==> config.mk <==
export PLATFORM = sky130hd
export DESIGN_NAME = ssms_cell
export DESIGN_NICKNAME = d
export VERILOG_FILES = /design/src/hw/rtl/ssms_pkg.sv /design/src/hw/rtl/ssms_cell.sv
export SDC_FILE = /design/constraint.sdc
export NUM_CORES = 1
export LEC_CHECK = 0
export ABC_AREA = 1
export ABC_CLOCK_PERIOD_IN_PS = 3300
export BUFFER_PORTS_ARGS = -buffer_cell sky130_fd_sc_hd__buf_2
export CAP_MARGIN = 20
export CORE_MARGIN = 2
export CORE_UTILIZATION = 44
export CTS_BUF_LIST = sky130_fd_sc_hd__clkbuf_4 sky130_fd_sc_hd__clkbuf_8 sky130_fd_sc_hd__clkbuf_16
export CTS_CLUSTER_DIAMETER = 100
export DETAILED_ROUTE_END_ITERATION = 12
export HOLD_SLACK_MARGIN = 0.12
export PLACE_DENSITY = 0.94
export SETUP_SLACK_MARGIN = 0.15
export SLEW_MARGIN = 10
export SYNTH_ARGS = -nofsm -noshare
export SYNTH_HDL_FRONTEND = slang
export SYNTH_SLANG_ARGS = --single-unit
==> constraint.sdc <==
create_clock -name i_clk -period 3.3 [get_ports i_clk]
set_input_delay 0.66 -clock i_clk [delete_from_list [all_inputs] [get_ports i_clk]]
set_output_delay 0.66 -clock i_clk [all_outputs]
set_load 0.05 [all_outputs]
==> src/hw/rtl/ssms_pkg.sv <==
`timescale 1ns / 1ps
// ----------------------------------------------------------------------------
// ssms_pkg
// Shared types and codes for the sorted store with lower-median select.
// ----------------------------------------------------------------------------
package ssms_pkg;

    localparam int unsigned DATA_W = 32;
    localparam int unsigned OP_W   = 2;

    localparam logic [OP_W-1:0] OP_INSERT = 2'd0;
    localparam logic [OP_W-1:0] OP_REMOVE = 2'd1;
    localparam logic [OP_W-1:0] OP_QUERY  = 2'd2;

    localparam logic STATUS_MEDIAN = 1'b0;
    localparam logic STATUS_FULL   = 1'b1;

    typedef struct packed {
        logic [OP_W-1:0]          op;
        logic signed [DATA_W-1:0] value;
    } t_item;

    typedef struct packed {
        logic signed [DATA_W-1:0] median_value;
        logic                     status;
    } t_result;

    // broadcast to every cell
    typedef struct packed {
        logic                     ins;
        logic                     rem;
        logic signed [DATA_W-1:0] value;
    } t_cell_ctl;

    // position of one cell relative to the fill level and the median
    typedef struct packed {
        logic occupied;
        logic past_median;
        logic at_median;
    } t_cell_pos;

endpackage

==> src/hw/rtl/ssms_cell.sv <==
`timescale 1ns / 1ps
// ----------------------------------------------------------------------------
// ssms_cell
// One entry of the sorted chain: compare, hold or shift toward a neighbor.
// ----------------------------------------------------------------------------
module ssms_cell
    import ssms_pkg::*;
(
    input  logic                     i_clk,
    input  t_cell_ctl                i_ctl,
    input  t_cell_pos                i_pos,
    input  logic                     i_left_less,
    input  logic signed [DATA_W-1:0] i_left_value,
    input  logic signed [DATA_W-1:0] i_right_value,
    output logic                     o_less,
    output logic signed [DATA_W-1:0] o_value,
    output logic signed [DATA_W-1:0] o_sel_value
);

    logic signed [DATA_W-1:0] r_value;
    logic signed [DATA_W-1:0] n_value;

    assign o_less      = i_pos.occupied && (r_value < i_ctl.value);
    assign o_value     = r_value;
    assign o_sel_value = i_pos.at_median ? r_value : '0;

    always_comb begin
        n_value = r_value;
        if (i_ctl.ins) begin
            if (!o_less) begin
                n_value = i_left_less ? i_ctl.value : i_left_value;
            end
        end else if (i_ctl.rem) begin
            if (i_pos.past_median) begin
                n_value = i_right_value;
            end
        end
    end

    always_ff @(posedge i_clk) begin
        r_value <= n_value;
    end

endmodule

==> reports/results.tsv, run 1 <==
stage	metric	value	unit
grt	grt_util_all_layers	0.241	
floorplan	rows	28	
synthesis	synthCells	382	
power_and_ir_drop	leakage	0.00223	µW
floorplan	die_area	6760	µm²
sta	rsz0062_at_grt	no	
floorplan	io_pins	168	
sta	tns	0	ns
sta	timing.final.crit_share	0.866	
floorplan	coreArea	5920	µm²
sta	worst_pin_slew	0.628	ns
sta	fmax	0.350	GHz
synthesis	synth_xor_area_frac	0	
synthesis	syn_nets	516	
sta	max_slew_margin	0.581	
synthesis	synth_cell_type_count	18	
clock_tree	h-tree-depth	2	
synthesis	netlist_top_cells_area	edfxtp_1 (36%), ha_1 (14%), nand2_1 (14%), o21ai_0 (12%), inv_1 (10%)	
grt	grt_pass1_vias	2820	
place	dp_hpwl	6200	µm
sta	drv_slew	0	
worst_setup_path	r2r_cells	13	
clock_tree	clock-sinks	32	
grt	grt_antenna_before_repair	0	
worst_setup_path	worst_setup_path_end_kind	primary output	
grt	grt_overflow_total	0	
sta	fin_skew	0.00872	ns
synthesis	synth_top_area_frac	0.357	
place	dp_slack	0.446	ns
clock_tree	path_clk_slew	0.08	ns
floorplan	initial_utilization	0.455	
synthesis	synthSimpleGateAreaFrac	0.214	
layout	final_cells	621	
sta	finalSetupViolations	0	
floorplan	die_w	82.2	µm
hold_path	min_path_type	primary input to flop	
worst_setup_path	required	2.64	ns
hold_path	hold_depth	3	
clock_tree	postCtsSetupRepairBufs	0	
routing	ant_nets	0	
layout	fin_util	0.629	
floorplan	die_h	82.2	µm
synthesis	synth_compound_area_frac	0.160	
worst_setup_path	startpoint_type	primary input	
layout	drive_gt1_frac	0.337	
routing	drt_first_pass_iters	4	
routing	routed_via_density	4.92	
layout	largest_register_ffs	32	
power_and_ir_drop	power.density	427	nW/µm²
synthesis	synth.area.mux_share	0	
worst_setup_path	cp_max_fo	2	
routing	routed_wl	8320	µm
synthesis	yosys.area.top_type	edfxtp_1	
routing	drc	0	
clock_tree	cts_tree	built	
synthesis	synth.avg_cell_area	7.05	µm²
outcome	status	finished, final reports clean	
worst_setup_path	cp.arrival	2.20	ns
place	portBuffers	167	
sta	fin_ws	0.443	ns
routing	first_iter_violations	124	
power_and_ir_drop	irDropWorstVdd	0.200	mV
grt	grt_max_degree	34	
clock_tree	cts_buffer_depth	2	
routing	vias	3056	
place	gp_congestion	0.824	
grt	grt_pass1_wl	12400	µm
clock_tree	cts-resized-gates	0	
sta	fin_crit	2.86	ns
synthesis	synth_fa_ha_area_frac	0.144	
layout	final_nets	679	
synthesis	synth_top_family_by_area	simple AND/OR/NAND/NOR gates	
clock_tree	cts_root_buf	clkbuf_8	
synthesis	ys_seq_elements	32	
synthesis	synth_seq_area_share	0.357	
sta	finalHoldViolations	0	
sta	holdWs	0.653	ns
place	dpl.cell_count	612	
layout	syn_to_final_growth	38.2	%
synthesis	ys.warnings.count	0	
routing	wl_per_cell	13.4	µm
worst_setup_path	crit_type	primary input to primary output	
clock_tree	cts_inserted_buffers	5	
clock_tree	clock_latency	0.28	ns
layout	antennaDiodeCount	0	
job	drv_cap	0	
clock_tree	cts_hold_buf	0	
synthesis	syn_area	2690	µm²
-- Yosys cell counts --
| cell | number |
|---|---|
| clkbuf_1 | 13 |
| nor2_2 | 2 |
| nand2_1 | 97 |
| nand3_2 | 1 |
| nor3_2 | 2 |
| nand3_1 | 4 |
| nor2_1 | 38 |
| buf_2 | 1 |
| inv_1 | 75 |
| o21ai_1 | 4 |
| a21oi_2 | 2 |
| o21ai_0 | 64 |
| buf_1 | 1 |
| a21oi_1 | 13 |
| edfxtp_1 | 32 |
| o21a_1 | 1 |
| ha_1 | 31 |
| nand4_1 | 1 |
-- worst paths after layout --
kind | startpoint | to | slack [ns]
setup / recovery | i_ctl[5] | o_less | 0.44
hold / removal | i_right_value[7] | o_value[7] | 0.65
hold reg to reg | o_value[31] | o_value[22] | 1.42
setup reg to reg | o_value[5] | o_value[27] | 0.89
-- power by group --
part,switching (µW),total (µW),internal (µW)
logic,485,675,190
clock network,150,370,220
registers,35.7,545,509
-- final cells by class --
class	instances	area, µm²
clock buffer	5	68.8
clock inverter	3	37.5
fill	513	2200
inverter	75	282
multi-input combinational	260	1390
sequential	32	961
tap	75	93.8
timing repair buffer	171	886
-- cells by family after synthesis --
family | after synthesis
and+or+nand+nor | 145
AOI/OAI and AO/OA | 84
buffers and inverters | 90
adders and majority gates | 31
DFF | 32
-- metrics by stage --
stage / cell area [µm²] / power (µW)
after floorplan: 2690 / 1020
after global placement: 3590 / 1200
after detailed placement: 3590 / 1220
after CTS: 3690 / 1590
after global routing: 3720 / 1680
final: 3720 / 1590
-- cell usage in the layout, fill, tap and decap left out, types with 4 or more instances in the layout --
| cell type | instances |
|---|---|
| a21oi_1 | 13 |
| buf_2 | 167 |
| clkbuf_8 | 5 |
| edfxtp_1 | 32 |
| ha_1 | 31 |
| inv_1 | 75 |
| nand2_1 | 97 |
| nand3_1 | 4 |
| nor2_1 | 38 |
| o21ai_0 | 64 |
| o21ai_1 | 4 |
-- worst max-delay path: stages --
cell	delay (ns)
buf_2	0.09
inv_1	0.05
ha_1	0.30
a21oi_1	0.18
nor2_1	0.07
nor3_2	0.10
nand2_1	0.08
nand2_1	0.06
nand2_1	0.06
nand2_1	0.08
nand2_1	0.05
nand2_1	0.06
nand3_2	0.07
inv_1	0.05
buf_2	0.25
-- layer usage --
layer  global-route usage  up-vias  wire length (µm)
met5                    0        -                 0
met4               0.0917        0               141
met3               0.0446       13               687
met2                0.461      160              4220
met1                0.258     1338              3270
li1                     -     1545                 -
(Power assumes the default switching activity.)
==> inputs of run 2 (changes only) <==
--- a/config.mk
+++ b/config.mk
@@ -5,15 +5,14 @@
 export SDC_FILE = /design/constraint.sdc
 export NUM_CORES = 1
 export LEC_CHECK = 0
-export ABC_AREA = 1
 export ABC_CLOCK_PERIOD_IN_PS = 3300
 export BUFFER_PORTS_ARGS = -buffer_cell sky130_fd_sc_hd__buf_2
 export CAP_MARGIN = 20
-export CORE_MARGIN = 2
 export CORE_UTILIZATION = 44
 export CTS_BUF_LIST = sky130_fd_sc_hd__clkbuf_4 sky130_fd_sc_hd__clkbuf_8 sky130_fd_sc_hd__clkbuf_16
 export CTS_CLUSTER_DIAMETER = 100
 export DETAILED_ROUTE_END_ITERATION = 12
+export GPL_ROUTABILITY_DRIVEN = 0
 export HOLD_SLACK_MARGIN = 0.12
 export PLACE_DENSITY = 0.94
 export SETUP_SLACK_MARGIN = 0.15
==> run 2 against run 1 <==
  * Flip-flop and latch count is the same
  * Synthesized area shrank 1.1%
  * Non-clock buffer count grew 3
  * Worst hold slack gained 0.038 ns
  * Clock skew shrank 0.0049 ns
  * Total power shrank 1.1%
  * Setup slack lost 0.24 ns
  * Utilization grew 4.0 points
  * Sequential power is essentially flat
  * Routed wire length shrank 8.9%
  * Global-route usage shrank 1.1 points
==> reports/results.tsv, run 2 <==
stage	metric	value	unit	change
clock_tree	cts_tree	built		
sta	fin_skew	0.00379	ns	-0.00492 ns
sta	holdWs	0.692	ns	+0.0384 ns
sta	fmax	0.323	GHz	-7.7%
power_and_ir_drop	p_int	900	µW	-2.1%
synthesis	syn_area	2660	µm²	-1.1%
sta	finalHoldViolations	0		unchanged
grt	grt_overflow_total	0		unchanged
hold_path	min_path_type	primary input to flop		
worst_setup_path	worst_setup_path_end_kind	primary output		
sta	drv_slew	0		unchanged
clock_tree	path_clk_slew	0.07	ns	about the same
power_and_ir_drop	leakage	0.00197	µW	-11%
outcome	status	finished, final reports clean		
layout	syn_to_final_growth	42.4	%	
place	portBuffers	167		unchanged
synthesis	synth.avg_cell_area	9.12	µm²	+29%
routing	vias	2741		-10%
worst_setup_path	critical-path-slowest-cell	o311a_1		
layout	nFillCells	457		-11%
layout	drive_gt1_frac	0.434		+0.0966
power_and_ir_drop	irDropWorstVdd	0.252	mV	+26%
synthesis	ys_seq_elements	32		unchanged
synthesis	synth_cell_type_count	29		+11
floorplan	initial_utilization	0.469		+0.0144
clock_tree	cts_hold_buf	0		unchanged
grt	grt_pass1_wl	11100	µm	-10%
synthesis	async_flop_share	0		unchanged
routing	first_iter_violations	81		-35%
worst_setup_path	startpoint_type	primary input		
power_and_ir_drop	p_seq_frac	0.347		+0.004
place	dp_slack	0.0830	ns	-0.363 ns
synthesis	yosys.area.top_type	edfxtp_1		
synthesis	ys.flop_type	edfxtp_1		
layout	final_area	3790	µm²	+1.9%
routing	wl_per_cell	14.3	µm	+6.6%
sta	rsz0062_at_grt	yes		
floorplan	coreArea	5680	µm²	-4.1%
synthesis	synthTopCellsByCount	a21oi_1 (45), nor2_1 (36), mux2i_1 (33)		
floorplan	die_w	79.8	µm	-3.0%
grt	grt_pass1_vias	2620		-7.1%
sta	fin_ws	0.203	ns	-0.239 ns
synthesis	synth.most_common_cell	a21oi_1		
synthesis	ys.warnings.count	0		unchanged
worst_setup_path	slowest_delay	0.41	ns	+0.11 ns
worst_setup_path	crit_type	primary input to primary output		
worst_setup_path	cp_max_fo	2		unchanged
place	dp_hpwl	5890	µm	-5.0%
sta	tns	0	ns	unchanged
worst_setup_path	required	2.64	ns	about the same
worst_setup_path	crit_family	compound AO/OA/AOI/OAI gates		
sta	max_slew_margin	0.333		-0.248
synthesis	synth_top_area_frac	0.361		+0.00402
layout	antennaDiodeCount	0		unchanged
layout	register_area	961	µm²	unchanged
routing	drc	0		unchanged
routing	ant_nets	0		unchanged
clock_tree	cts_buffer_depth	2		unchanged
synthesis	synth_seq_area_share	0.361		+0.00402
layout	final_nets	593		-13%
floorplan	io_pins	168		unchanged
synthesis	netlist_top_cells_area	edfxtp_1 (36%), ha_1 (15%), mux2i_1 (12%), a21oi_1 (8.5%), and2_1 (7.5%)		
job	drv_cap	0		unchanged
grt	grt_util_all_layers	0.229		-0.0111
power_and_ir_drop	switching_share	0.428		+0.00593
sta	timing.final.crit_share	0.938		+0.0725
power_and_ir_drop	power.switching	673	µW	+0.33%
layout	largest_register_ffs	32		unchanged
layout	final_common_cell	buf_2		
worst_setup_path	cp_num_buf_inv	3		-1
routing	routed_via_density	5.16		+4.9%
floorplan	die_area	6370	µm²	-5.8%
routing	drt_first_pass_iters	4		unchanged
sta	worst_pin_slew	1.00	ns	+0.373 ns
worst_setup_path	path_cells	buf_2 -> inv_2 -> ha_4 -> nand4_1 -> o311a_1 -> o41ai_4 -> a21oi_2 -> mux2i_2 -> buf_6		
floorplan	die_h	79.8	µm	-3.0%
place	placed_area	3570	µm²	-0.56%
layout	multi_input_area	1630	µm²	+17%
synthesis	synthCells	292		-24%
power_and_ir_drop	pwr-share-comb	0.466		+0.042
clock_tree	clock-sinks	32		unchanged
synthesis	synth_edf_count	32		unchanged
synthesis	syn_nets	426		-17%
routing	routed_wl	7580	µm	-8.9%
power_and_ir_drop	clkPwrFrac	0.187		-0.046
sta	finalSetupViolations	0		unchanged
sta	fin_crit	3.10	ns	+0.239 ns
grt	grt_antenna_before_repair	0		unchanged
grt	grt_max_degree	39		+15%
clock_tree	clock_latency	0.28	ns	about the same
clock_tree	h-tree-depth	2		unchanged
layout	mostFrequentLayoutCells	buf_2 (163), a21oi_1 (44), nor2_1 (36)		
power_and_ir_drop	power.density	415	nW/µm²	-2.9%
clock_tree	cts_inserted_buffers	5		unchanged
floorplan	rows	27		-3.6%
worst_setup_path	cp.arrival	2.44	ns	+0.24 ns
clock_tree	cts_root_buf	clkbuf_8		
==> run 2: cell types whose count changed after synthesis, sizes merged, moves of 4 or more <==
cell	change
a21oi	+31
nand4	+5
and2	+32
nand2	-88
mux2i	+33
inv	-44
o21ai	-64
nor2	-4
==> run 2: power by group through the flow <==
stage | Sequential [µW] | Clock [µW] | Combinational (µW)
floorplan | 694 | 0 | 350
global placement | 546 | 0 | 679
detailed placement | 550 | 0 | 698
CTS | 542 | 303 | 705
global route | 551 | 318 | 789
finish | 546 | 295 | 733
==> run 2: timing repair <==
action | CTS | global route
buffers inserted | 0 | 3
pin swaps | 3 | 10
setup endpoints to repair | 1 | 1
resized for setup | 3 | 16
==> run 2: through the flow <==
step / util / total power [µW] / instances
2_1_floorplan: - / 1040 / 292
3_3_place_gp: 0.629 / 1220 / 521
3_5_place_dp: 0.629 / 1250 / 521
4_1_cts: 0.646 / 1550 / 528
5_1_grt: 0.668 / 1660 / 531
6_report: 0.668 / 1570 / 531
==> run 2: layer usage <==
metal,vias up,global-route usage,routed length (µm),part of all wire
li1,1357,-,-,-
met1,1254,0.224,2860,0.38
met2,112,0.460,4130,0.54
met3,18,0.0491,433,0.057
met4,0,0.0893,151,0.020
met5,-,0,0,0
==> run 2: layout make-up <==
class,instances,share of cell area
clock buffers,6,0.0201
clock inverters,1,0.00132
multi-input cells,215,0.430
well taps,72,0.0237
inverters,31,0.0307
repair buffers,174,0.241
flip-flops and latches,32,0.253
==> run 2: path summary, 6_finish.rpt <==
check                        start           to  slack [ns]  cells past startpoint
setup / recovery          i_ctl[7]       o_less        0.20                      9
hold / removal    i_right_value[4]   o_value[4]        0.69                      3
hold reg to reg        o_value[15]  o_value[21]        1.36                      8
setup reg to reg       o_value[23]   o_value[0]        0.73                      9
==> run 2: worst reg2reg max path: cells and delay by family (launching register included) <==
| family | cells | cell delay, ns |
|---|---|---|
| compound gates | 4 | 0.64 |
| buf+inv | 2 | 0.48 |
| flops | 1 | 0.40 |
| simple gates | 2 | 0.39 |
| fa+ha+maj | 1 | 0.33 |
==> run 2: cells by family after synthesis <==
family                   Yosys count  share of synthesized area
AND/OR/NAND/NOR                   92                      0.176
AO/OA/AOI/OAI                     59                      0.125
flip-flops                        32                      0.361
adder cells (fa/ha/maj)           31                      0.146
buffers and inverters             45                     0.0686
multiplexers                      33                      0.124
